**config.mk**
```make
export PLATFORM = sky130hd
export DESIGN_NAME = two_queue_merge_flat
export DESIGN_NICKNAME = d
export VERILOG_FILES = /design/src/rtl/tqm_pkg.sv /design/src/rtl/tqm_if.sv /design/src/rtl/tqm_queue.sv /design/src/rtl/two_queue_merge.sv /design/src/flat_wrapper.sv
export SDC_FILE = /design/constraint.sdc
export NUM_CORES = 2
export LEC_CHECK = 0
export BUFFER_PORTS_ARGS = -buffer_cell sky130_fd_sc_hd__buf_2
export CORE_ASPECT_RATIO = 1.75
export CORE_MARGIN = 3
export CORE_UTILIZATION = 57
export DETAILED_ROUTE_END_ITERATION = 7
export GPL_ROUTABILITY_DRIVEN = 0
export GPL_TIMING_DRIVEN = 1
export PLACE_DENSITY = 0.85
export SLEW_MARGIN = 20
export SYNTH_ARGS = -nofsm -noshare
export SYNTH_HDL_FRONTEND = slang
export SYNTH_SLANG_ARGS = --single-unit
```
**constraint.sdc**
```tcl
create_clock -name clk -period 3.8 [get_ports clk]
set_clock_uncertainty 0.1 [all_clocks]
set_input_delay 0.57 -clock clk [delete_from_list [all_inputs] [get_ports clk]]
set_output_delay 0.57 -clock clk [all_outputs]
set_load 0.01 [all_outputs]
```
**src/rtl/tqm_pkg.sv**
```systemverilog
package tqm_pkg;

  localparam int QUEUE_DEPTH_DEF = 32;
  localparam int VALUE_W = 32;
  localparam int MODE_W = 2;
  localparam int STATUS_W = 2;

  localparam logic [MODE_W-1:0] MODE_ENQ_A = 2'd0;
  localparam logic [MODE_W-1:0] MODE_ENQ_B = 2'd1;
  localparam logic [MODE_W-1:0] MODE_MERGE = 2'd2;

  localparam logic [STATUS_W-1:0] ST_MERGED   = 2'd0;
  localparam logic [STATUS_W-1:0] ST_ACCEPTED = 2'd1;
  localparam logic [STATUS_W-1:0] ST_FULL     = 2'd2;
  localparam logic [STATUS_W-1:0] ST_EMPTY    = 2'd3;

  typedef enum logic [1:0] {
    S_IDLE,
    S_READ,
    S_EMIT
  } state_t;

  typedef struct packed {
    logic                      push;
    logic                      pop;
    logic signed [VALUE_W-1:0] data;
  } q_ctrl_t;

  typedef struct packed {
    logic empty;
    logic full;
    logic single;
  } q_stat_t;

endpackage

```
**src/rtl/tqm_if.sv**
```systemverilog
interface tqm_req_if import tqm_pkg::*; ();
  logic                      valid;
  logic                      ready;
  logic [MODE_W-1:0]         mode;
  logic signed [VALUE_W-1:0] value;

  modport source (output valid, output mode, output value, input ready);
  modport sink (input valid, input mode, input value, output ready);
endinterface

interface tqm_rsp_if import tqm_pkg::*; ();
  logic                      valid;
  logic                      ready;
  logic signed [VALUE_W-1:0] value_out;
  logic [STATUS_W-1:0]       status;
  logic                      last;

  modport source (output valid, output value_out, output status, output last, input ready);
  modport sink (input valid, input value_out, input status, input last, output ready);
endinterface

```
**src/rtl/tqm_queue.sv**
```systemverilog
module tqm_queue import tqm_pkg::*; #(
  parameter int QUEUE_DEPTH = QUEUE_DEPTH_DEF
) (
  input  logic                      clk,
  input  logic                      rst,
  input  q_ctrl_t                   ctrl,
  output q_stat_t                   stat,
  output logic signed [VALUE_W-1:0] head_data
);

  localparam int AW = (QUEUE_DEPTH > 1) ? $clog2(QUEUE_DEPTH) : 1;
  localparam int CW = $clog2(QUEUE_DEPTH + 1);
  localparam int SW = CW + 1;

  logic signed [VALUE_W-1:0] mem [QUEUE_DEPTH];

  logic [AW-1:0] head;
  logic [AW-1:0] head_next;
  logic [CW-1:0] count;
  logic [CW-1:0] count_next;
  logic [SW-1:0] tail_sum;
  logic [AW-1:0] tail;
  logic          do_push;
  logic          do_pop;

  assign stat.empty  = (count == '0);
  assign stat.full   = (count == CW'(QUEUE_DEPTH));
  assign stat.single = (count == CW'(1));

  assign do_push = ctrl.push && !stat.full;
  assign do_pop  = ctrl.pop && !stat.empty;

  // Tail is head plus occupancy, wrapped once; the sum stays below twice the depth.
  assign tail_sum = SW'(head) + SW'(count);
  assign tail     = (tail_sum >= SW'(QUEUE_DEPTH)) ? AW'(tail_sum - SW'(QUEUE_DEPTH))
                                                   : AW'(tail_sum);

  always_comb begin
    head_next  = head;
    count_next = count;
    if (do_pop) begin
      head_next = (head == AW'(QUEUE_DEPTH - 1)) ? '0 : head + AW'(1);
    end
    if (do_push && !do_pop) begin
      count_next = count + CW'(1);
    end else if (do_pop && !do_push) begin
      count_next = count - CW'(1);
    end
  end

  always_ff @(posedge clk) begin
    if (rst) begin
      head  <= '0;
      count <= '0;
    end else begin
      head  <= head_next;
      count <= count_next;
    end
  end

  always_ff @(posedge clk) begin
    if (do_push) begin
      mem[tail] <= ctrl.data;
    end
    head_data <= mem[head];
  end

endmodule

```
**src/rtl/two_queue_merge.sv**
```systemverilog
// Two bounded FIFO queues (A and B) of signed 32-bit values with a merge
// operation. A request with mode 0 or 1 appends its value to queue A or B and
// returns one response marked last: status accepted, or status full when that
// queue already holds QUEUE_DEPTH entries (the queue is then left unchanged).
// A request with mode 2 drains both queues into one run of responses with
// status merged: at each step the two heads are compared by one shared signed
// comparator and A's head is sent only when B's head is strictly greater, so
// ties go to B; once one queue is empty the rest of the other follows. The
// final response of the run carries last. A merge of two empty queues gives
// a single response with status empty. Mode 3 is ignored and gives no
// response. Timing: the response to an enqueue appears in the output register
// on the cycle after the request is taken. Every merge step first reads both
// queue heads from the registered memory read port (state S_READ) and then
// compares and pops in the following cycle (state S_EMIT); the request side
// is not ready for the whole merge. Output stalls hold the block in S_EMIT.
// There is no clearing pass after reset.
module two_queue_merge import tqm_pkg::*; #(
  parameter int QUEUE_DEPTH = QUEUE_DEPTH_DEF
) (
  input logic clk,
  input logic rst,
  tqm_req_if.sink   req,
  tqm_rsp_if.source rsp
);

  state_t state;
  state_t state_next;

  q_ctrl_t qa_ctrl;
  q_ctrl_t qb_ctrl;
  q_stat_t qa_stat;
  q_stat_t qb_stat;
  logic signed [VALUE_W-1:0] qa_head;
  logic signed [VALUE_W-1:0] qb_head;

  // Output register holding one response until it is transferred.
  logic                      o_valid;
  logic signed [VALUE_W-1:0] o_value;
  logic [STATUS_W-1:0]       o_status;
  logic                      o_last;

  logic signed [VALUE_W-1:0] o_value_next;
  logic [STATUS_W-1:0]       o_status_next;
  logic                      o_last_next;
  logic                      o_load;

  logic accept;
  logic slot_free;
  logic take_a;
  logic emit;
  logic both_empty;
  logic final_one;

  tqm_queue #(.QUEUE_DEPTH(QUEUE_DEPTH)) u_queue_a (
    .clk       (clk),
    .rst       (rst),
    .ctrl      (qa_ctrl),
    .stat      (qa_stat),
    .head_data (qa_head)
  );

  tqm_queue #(.QUEUE_DEPTH(QUEUE_DEPTH)) u_queue_b (
    .clk       (clk),
    .rst       (rst),
    .ctrl      (qb_ctrl),
    .stat      (qb_stat),
    .head_data (qb_head)
  );

  // The output slot is free when empty or when its response leaves this cycle.
  assign slot_free  = !o_valid || rsp.ready;
  assign req.ready  = (state == S_IDLE) && slot_free;
  assign accept     = req.valid && req.ready;
  assign both_empty = qa_stat.empty && qb_stat.empty;

  // The shared compare: A is chosen only if B is empty or B's head is greater.
  always_comb begin
    if (qa_stat.empty) begin
      take_a = 1'b0;
    end else if (qb_stat.empty) begin
      take_a = 1'b1;
    end else begin
      take_a = (qb_head > qa_head);
    end
  end

  // The response being sent is the final one when exactly one entry remains.
  assign final_one = (qa_stat.single && qb_stat.empty) || (qb_stat.single && qa_stat.empty);
  assign emit      = (state == S_EMIT) && slot_free;

  always_comb begin
    state_next = state;
    unique case (state)
      S_IDLE: begin
        if (accept && (req.mode == MODE_MERGE) && !both_empty) begin
          state_next = S_READ;
        end
      end
      S_READ: begin
        state_next = S_EMIT;
      end
      S_EMIT: begin
        if (slot_free) begin
          state_next = final_one ? S_IDLE : S_READ;
        end
      end
      default: begin
        state_next = S_IDLE;
      end
    endcase
  end

  always_comb begin
    qa_ctrl.push  = accept && (req.mode == MODE_ENQ_A);
    qa_ctrl.pop   = emit && take_a;
    qa_ctrl.data  = req.value;
    qb_ctrl.push  = accept && (req.mode == MODE_ENQ_B);
    qb_ctrl.pop   = emit && !take_a;
    qb_ctrl.data  = req.value;
    o_load        = 1'b0;
    o_value_next  = '0;
    o_status_next = ST_MERGED;
    o_last_next   = 1'b1;
    unique case (state)
      S_IDLE: begin
        if (accept) begin
          unique case (req.mode)
            MODE_ENQ_A: begin
              o_load        = 1'b1;
              o_status_next = qa_stat.full ? ST_FULL : ST_ACCEPTED;
            end
            MODE_ENQ_B: begin
              o_load        = 1'b1;
              o_status_next = qb_stat.full ? ST_FULL : ST_ACCEPTED;
            end
            MODE_MERGE: begin
              if (both_empty) begin
                o_load        = 1'b1;
                o_status_next = ST_EMPTY;
              end
            end
            default: begin
              o_load = 1'b0;
            end
          endcase
        end
      end
      S_READ: begin
        o_load = 1'b0;
      end
      S_EMIT: begin
        if (emit) begin
          o_load        = 1'b1;
          o_value_next  = take_a ? qa_head : qb_head;
          o_status_next = ST_MERGED;
          o_last_next   = final_one;
        end
      end
      default: begin
        o_load = 1'b0;
      end
    endcase
  end

  always_ff @(posedge clk) begin
    if (rst) begin
      state   <= S_IDLE;
      o_valid <= 1'b0;
    end else begin
      state <= state_next;
      if (o_load) begin
        o_valid <= 1'b1;
      end else if (rsp.ready) begin
        o_valid <= 1'b0;
      end
    end
  end

  always_ff @(posedge clk) begin
    if (o_load) begin
      o_value  <= o_value_next;
      o_status <= o_status_next;
      o_last   <= o_last_next;
    end
  end

  assign rsp.valid     = o_valid;
  assign rsp.value_out = o_value;
  assign rsp.status    = o_status;
  assign rsp.last      = o_last;

endmodule

```
**src/flat_wrapper.sv**
```systemverilog
// flat-port wrapper written by rule: the top's interface ports become plain ports
module two_queue_merge_flat import tqm_pkg::*;
#(
  parameter int QUEUE_DEPTH = QUEUE_DEPTH_DEF
)
  (clk, rst, req_valid, req_mode, req_value, req_ready, rsp_valid, rsp_value_out, rsp_status, rsp_last, rsp_ready);
  tqm_req_if req_i ();
  tqm_rsp_if rsp_i ();
  input logic clk;
  input logic rst;
  input wire logic [$bits(req_i.valid)-1:0] req_valid;
  input wire logic [$bits(req_i.mode)-1:0] req_mode;
  input wire logic [$bits(req_i.value)-1:0] req_value;
  output wire logic [$bits(req_i.ready)-1:0] req_ready;
  output wire logic [$bits(rsp_i.valid)-1:0] rsp_valid;
  output wire logic [$bits(rsp_i.value_out)-1:0] rsp_value_out;
  output wire logic [$bits(rsp_i.status)-1:0] rsp_status;
  output wire logic [$bits(rsp_i.last)-1:0] rsp_last;
  input wire logic [$bits(rsp_i.ready)-1:0] rsp_ready;
  assign req_i.valid = req_valid;
  assign req_i.mode = req_mode;
  assign req_i.value = req_value;
  assign req_ready = req_i.ready;
  assign rsp_valid = rsp_i.valid;
  assign rsp_value_out = rsp_i.value_out;
  assign rsp_status = rsp_i.status;
  assign rsp_last = rsp_i.last;
  assign rsp_i.ready = rsp_ready;
  two_queue_merge #(.QUEUE_DEPTH(QUEUE_DEPTH)) u_core (.clk(clk), .rst(rst), .req(req_i), .rsp(rsp_i));
endmodule
```
==> flow_results.xml <==
<?xml version="1.0" encoding="UTF-8"?>
<metrics>
  <group name="timing">
    <metric name="timing.final.crit_share" unit="%">102</metric>
    <metric name="min_period" unit="ns">3.89</metric>
    <metric name="timing.slew.headroom" unit="%">26.5</metric>
    <metric name="worst-slew-pin-transition" unit="ns">1.10</metric>
    <metric name="finalSetupViolCount" unit="">3</metric>
    <metric name="max_freq" unit="GHz">0.257</metric>
    <metric name="grt_setup_unrepaired" unit="">true</metric>
    <metric name="timing_hold_violations_final" unit="">0</metric>
    <metric name="worst_case_setup_margin_in_the_final_layout" unit="ns">-0.0923</metric>
    <metric name="timing_max_transition_violations_final" unit="">0</metric>
  </group>
  <group name="yosys">
    <metric name="synth_edf_count" unit="">2083</metric>
    <metric name="synth-warning-count" unit="">0</metric>
    <metric name="mean_instance_size_in_the_synthesized_netlist" unit="µm²">23.3</metric>
    <metric name="synthesis.instances" unit="">3566</metric>
    <metric name="synth_flop_cell" unit="">sky130_fd_sc_hd__edfxtp_1</metric>
    <metric name="syn_nets" unit="">3658</metric>
    <metric name="synth_async_sr_flop_share" unit="%">0</metric>
    <metric name="synth_cell_area" unit="µm²">83300</metric>
    <metric name="ys_ff_latch" unit="">2172</metric>
    <metric name="yosysSeqAreaShare" unit="%">77.3</metric>
    <metric name="synth.distinct_cells" unit="">55</metric>
  </group>
  <group name="cts">
    <metric name="h-tree-depth" unit="">4</metric>
    <metric name="clk-insertion-delay-late" unit="ns">0.82</metric>
    <metric name="cts_sinks" unit="">2172</metric>
    <metric name="clock_tree.buffer_depth" unit="">3</metric>
    <metric name="clkTransAtPathRegs" unit="ns">0.07</metric>
    <metric name="numCtsBuffers" unit="">172</metric>
    <metric name="cts.root.buffer_cell" unit="">sky130_fd_sc_hd__clkbuf_16</metric>
    <metric name="cts_tree" unit="">yes</metric>
  </group>
  <group name="routing">
    <metric name="antenna_left" unit="">1</metric>
    <metric name="drt-pass1-iter-count" unit="">8</metric>
    <metric name="drt_iter0_drc" unit="">6690</metric>
    <metric name="drt_wl_total" unit="mm">231</metric>
    <metric name="drc_errors" unit="">1</metric>
    <metric name="avg_vias_per_cell" unit="">7.33</metric>
    <metric name="dr_total_vias" unit="">42682</metric>
    <metric name="wl_per_cell" unit="µm">39.7</metric>
  </group>
  <group name="setup_path">
    <metric name="endpoint_kind" unit="">register</metric>
    <metric name="critical_path.reg2reg.endpoint" unit="">u_core.u_queue_b.count[5]</metric>
    <metric name="timing.rr.start" unit="">u_core.u_queue_a.head_data[12]</metric>
    <metric name="reg2reg_depth" unit="">14</metric>
    <metric name="timing.critical_path.required" unit="ns">4.37</metric>
    <metric name="worst_setup_path_startpoint" unit="">u_core.u_queue_a.head_data[12]</metric>
    <metric name="critPathLaunchType" unit="">register</metric>
    <metric name="setup.worst_path.class" unit="">register to register</metric>
    <metric name="worstPathArrival" unit="ns">4.46</metric>
    <metric name="r2r_slack" unit="ns">-0.09</metric>
    <metric name="crit_path_max_fanout" unit="">5</metric>
  </group>
  <group name="die">
    <metric name="top_level_ports" unit="">75</metric>
    <metric name="die_width" unit="µm">295</metric>
    <metric name="die_outline_height" unit="µm">512</metric>
    <metric name="fp.dieArea" unit="µm²">151000</metric>
    <metric name="rows" unit="">184</metric>
    <metric name="floorplan.initialDensity" unit="%">57.7</metric>
    <metric name="core_region_area" unit="µm²">144000</metric>
  </group>
  <group name="worst_hold_path">
    <metric name="worstHoldPathCells" unit="">3</metric>
    <metric name="worst_min_delay_path_category" unit="">input pin to register</metric>
    <metric name="worst_hold_endpoint" unit="">u_core.state[0]</metric>
    <metric name="hp-start" unit="">req_mode[1]</metric>
  </group>
  <group name="placed_design">
    <metric name="port_buffers" unit="">74</metric>
    <metric name="place.detailed.hpwl" unit="mm">118</metric>
    <metric name="placement.cell_area" unit="µm²">87500</metric>
  </group>
  <group name="power">
    <metric name="pwr_density_cell" unit="nW/µm²">498</metric>
    <metric name="report.power.total" unit="mW">46.5</metric>
    <metric name="leakage" unit="nW">28.3</metric>
    <metric name="irDropWorstVdd" unit="V">0.000357</metric>
  </group>
  <group name="grt">
    <metric name="global_route.usage.met3" unit="%">7.74</metric>
    <metric name="first_pass_grt_wire_length" unit="mm">326</metric>
    <metric name="grt_usage" unit="%">31.1</metric>
    <metric name="globalRouteMet1Util" unit="%">36.5</metric>
    <metric name="maximum_number_of_pins_on_one_net_before_global_route_repair" unit="">149</metric>
    <metric name="vias_in_the_first_global_route" unit="">43798</metric>
    <metric name="grt.overflow.total" unit="">0</metric>
    <metric name="grt_most_used_layer" unit="">met2</metric>
    <metric name="grt_antenna_before_repair" unit="">16</metric>
    <metric name="met2_resource_use_gr" unit="%">51.8</metric>
  </group>
  <group name="job">
    <metric name="drv.max_cap_violation_count" unit="">0</metric>
  </group>
  <group name="run_status">
    <metric name="status" unit="">complete, but fails checks</metric>
    <metric name="failed_checks" unit="">antenna rules, DRC, setup timing</metric>
  </group>
  <group name="cells_and_area">
    <metric name="post_route_cells_drive_above_1_share" unit="%">33.1</metric>
    <metric name="post-route-util" unit="%">64.7</metric>
    <metric name="commonest_non_fill_non_tap_cell_in_the_layout" unit="">sky130_fd_sc_hd__edfxtp_1</metric>
    <metric name="layout.cells.most_common_list" unit="">2083 x sky130_fd_sc_hd__edfxtp_1, 640 x sky130_fd_sc_hd__mux4_2, 176 x sky130_fd_sc_hd__clkbuf_16, 149 x sky130_fd_sc_hd__buf_4, 75 x sky130_fd_sc_hd__dfxtp_1</metric>
    <metric name="final_nets" unit="">3889</metric>
    <metric name="syn2layout_area_growth" unit="%">12.2</metric>
    <metric name="stdcell_area" unit="µm²">93400</metric>
  </group>
</metrics>
-- critical path, cell delays in order, from the launching register on --
cell and delay, ns:
sky130_fd_sc_hd__dfxtp_2 0.36, sky130_fd_sc_hd__inv_1 0.09, sky130_fd_sc_hd__ha_4 0.33, sky130_fd_sc_hd__nand4_1 0.18
sky130_fd_sc_hd__buf_4 0.20, sky130_fd_sc_hd__or4_4 0.52, sky130_fd_sc_hd__o21a_4 0.24, sky130_fd_sc_hd__a311o_1 0.30
sky130_fd_sc_hd__or2_4 0.27, sky130_fd_sc_hd__ha_2 0.21, sky130_fd_sc_hd__or4_4 0.43, sky130_fd_sc_hd__a21oi_4 0.19
sky130_fd_sc_hd__o21ai_2 0.10, sky130_fd_sc_hd__xor2_1 0.19, sky130_fd_sc_hd__nor2_1 0.06
-- synth_stat cells (5+ instances only) --
cell	instances	area share [%]
sky130_fd_sc_hd__edfxtp_1	2083	75
sky130_fd_sc_hd__mux4_2	640	17
sky130_fd_sc_hd__clkbuf_1	124	0.56
sky130_fd_sc_hd__nor2_1	98	0.44
sky130_fd_sc_hd__dfxtp_1	89	2.1
sky130_fd_sc_hd__mux2_2	64	0.87
sky130_fd_sc_hd__a21oi_1	63	0.38
sky130_fd_sc_hd__ha_1	52	0.78
sky130_fd_sc_hd__o21ai_0	49	0.29
sky130_fd_sc_hd__inv_1	44	0.20
sky130_fd_sc_hd__nand3_1	44	0.26
sky130_fd_sc_hd__nand2_1	37	0.17
sky130_fd_sc_hd__buf_1	34	0.15
sky130_fd_sc_hd__buf_2	25	0.15
sky130_fd_sc_hd__nand4_1	14	0.11
sky130_fd_sc_hd__xnor2_1	12	0.13
sky130_fd_sc_hd__xor2_1	12	0.13
sky130_fd_sc_hd__and3_1	7	0.053
sky130_fd_sc_hd__a21o_1	5	0.045
sky130_fd_sc_hd__a31oi_1	5	0.038
sky130_fd_sc_hd__mux2i_1	5	0.060
sky130_fd_sc_hd__nand3b_1	5	0.045
sky130_fd_sc_hd__or4_1	5	0.045
-- sequential cells by signal, indices dropped and copies added, names as in the netlist, 6 cells and up --
name / count
u_core.u_queue_a.head_data: 32
u_core.u_queue_b.head_data: 32
u_core.u_queue_a.mem: 1024
u_core.rsp.value_out: 32
u_core.u_queue_b.mem: 1024
u_core.u_queue_b.count: 6
u_core.u_queue_a.count: 6
-- routing by layer --
layer  wire, µm  up-vias
met3      26600     1016
met1      69900    22076
met2     118000     3971
met4      17100       10
met5         66        -
li1           -    15609
-- repair_timing --
item                                    4_1_cts  5_1_grt
setup buffers                                 3        4
endpoints found under the setup margin        4       18
hold buffers                                  0        0
pin swaps                                     9       10
gates resized for setup                      11       22
-- stage by stage --
stage	hold slack, ns	std cells	TNS (ns)	setup WS, ns
6_report	0.0548	5819	-0.199	-0.0923
4_1_cts	0.0134	5797	0	0.00233
5_1_grt	0.0293	5804	-0.443	-0.121
2_1_floorplan	0.380	3566	-43.99	-0.118
3_5_place_dp	0.425	5475	0	0.0585
3_3_place_gp	0.406	5475	0	0.140
-- final cells by class --
class                   count  area (µm²)
inverters                  45         169
diodes                     17        42.5
clock buffers             214        4570
multi-input cells        1165       18700
fillers                  8194       50900
well taps                1860        2330
flip-flops and latches   2172       64400
clock inverters           105        1010
repair buffers            241        2250
-- kinds of logic (layout without fill, tap and decap cells) --
family          count (synthesis)  count (layout)  share of synthesized area, %
compound gates                143             143                          1.01
xor+xnor                       24              24                         0.252
fa+ha+maj                      54              54                         0.829
buf+inv                       229             605                          1.07
flops                        2172            2172                          77.3
mux                           709             709                          18.2
other cells                     0              17                             0
simple gates                  235             235                          1.34
-- report_power, final --
| part | leakage [nW] | total (mW) | switching (mW) | internal, mW |
|---|---|---|---|---|
| clock | 2.72 | 18.3 | 8.46 | 9.81 |
| sequential | 19.5 | 26.5 | 0.135 | 26.4 |
| combinational | 6.09 | 1.75 | 1.23 | 0.525 |
-- how the worst max path moves through the flow --
| stage | end | slack [ns] |
|---|---|---|
| 6_report | u_core.u_queue_b.count[5] | -0.09 |
| 4_1_cts | u_core.u_queue_b.count[5] | 0.002 |
| 5_1_grt | u_core.u_queue_b.count[5] | -0.12 |
| 2_1_floorplan | u_core.u_queue_a.mem[0][0] | -0.12 |
| 3_5_place_dp | u_core.u_queue_b.count[5] | 0.06 |
| 3_3_place_gp | u_core.u_queue_b.count[5] | 0.14 |
Power figures use the tool's default switching activity.
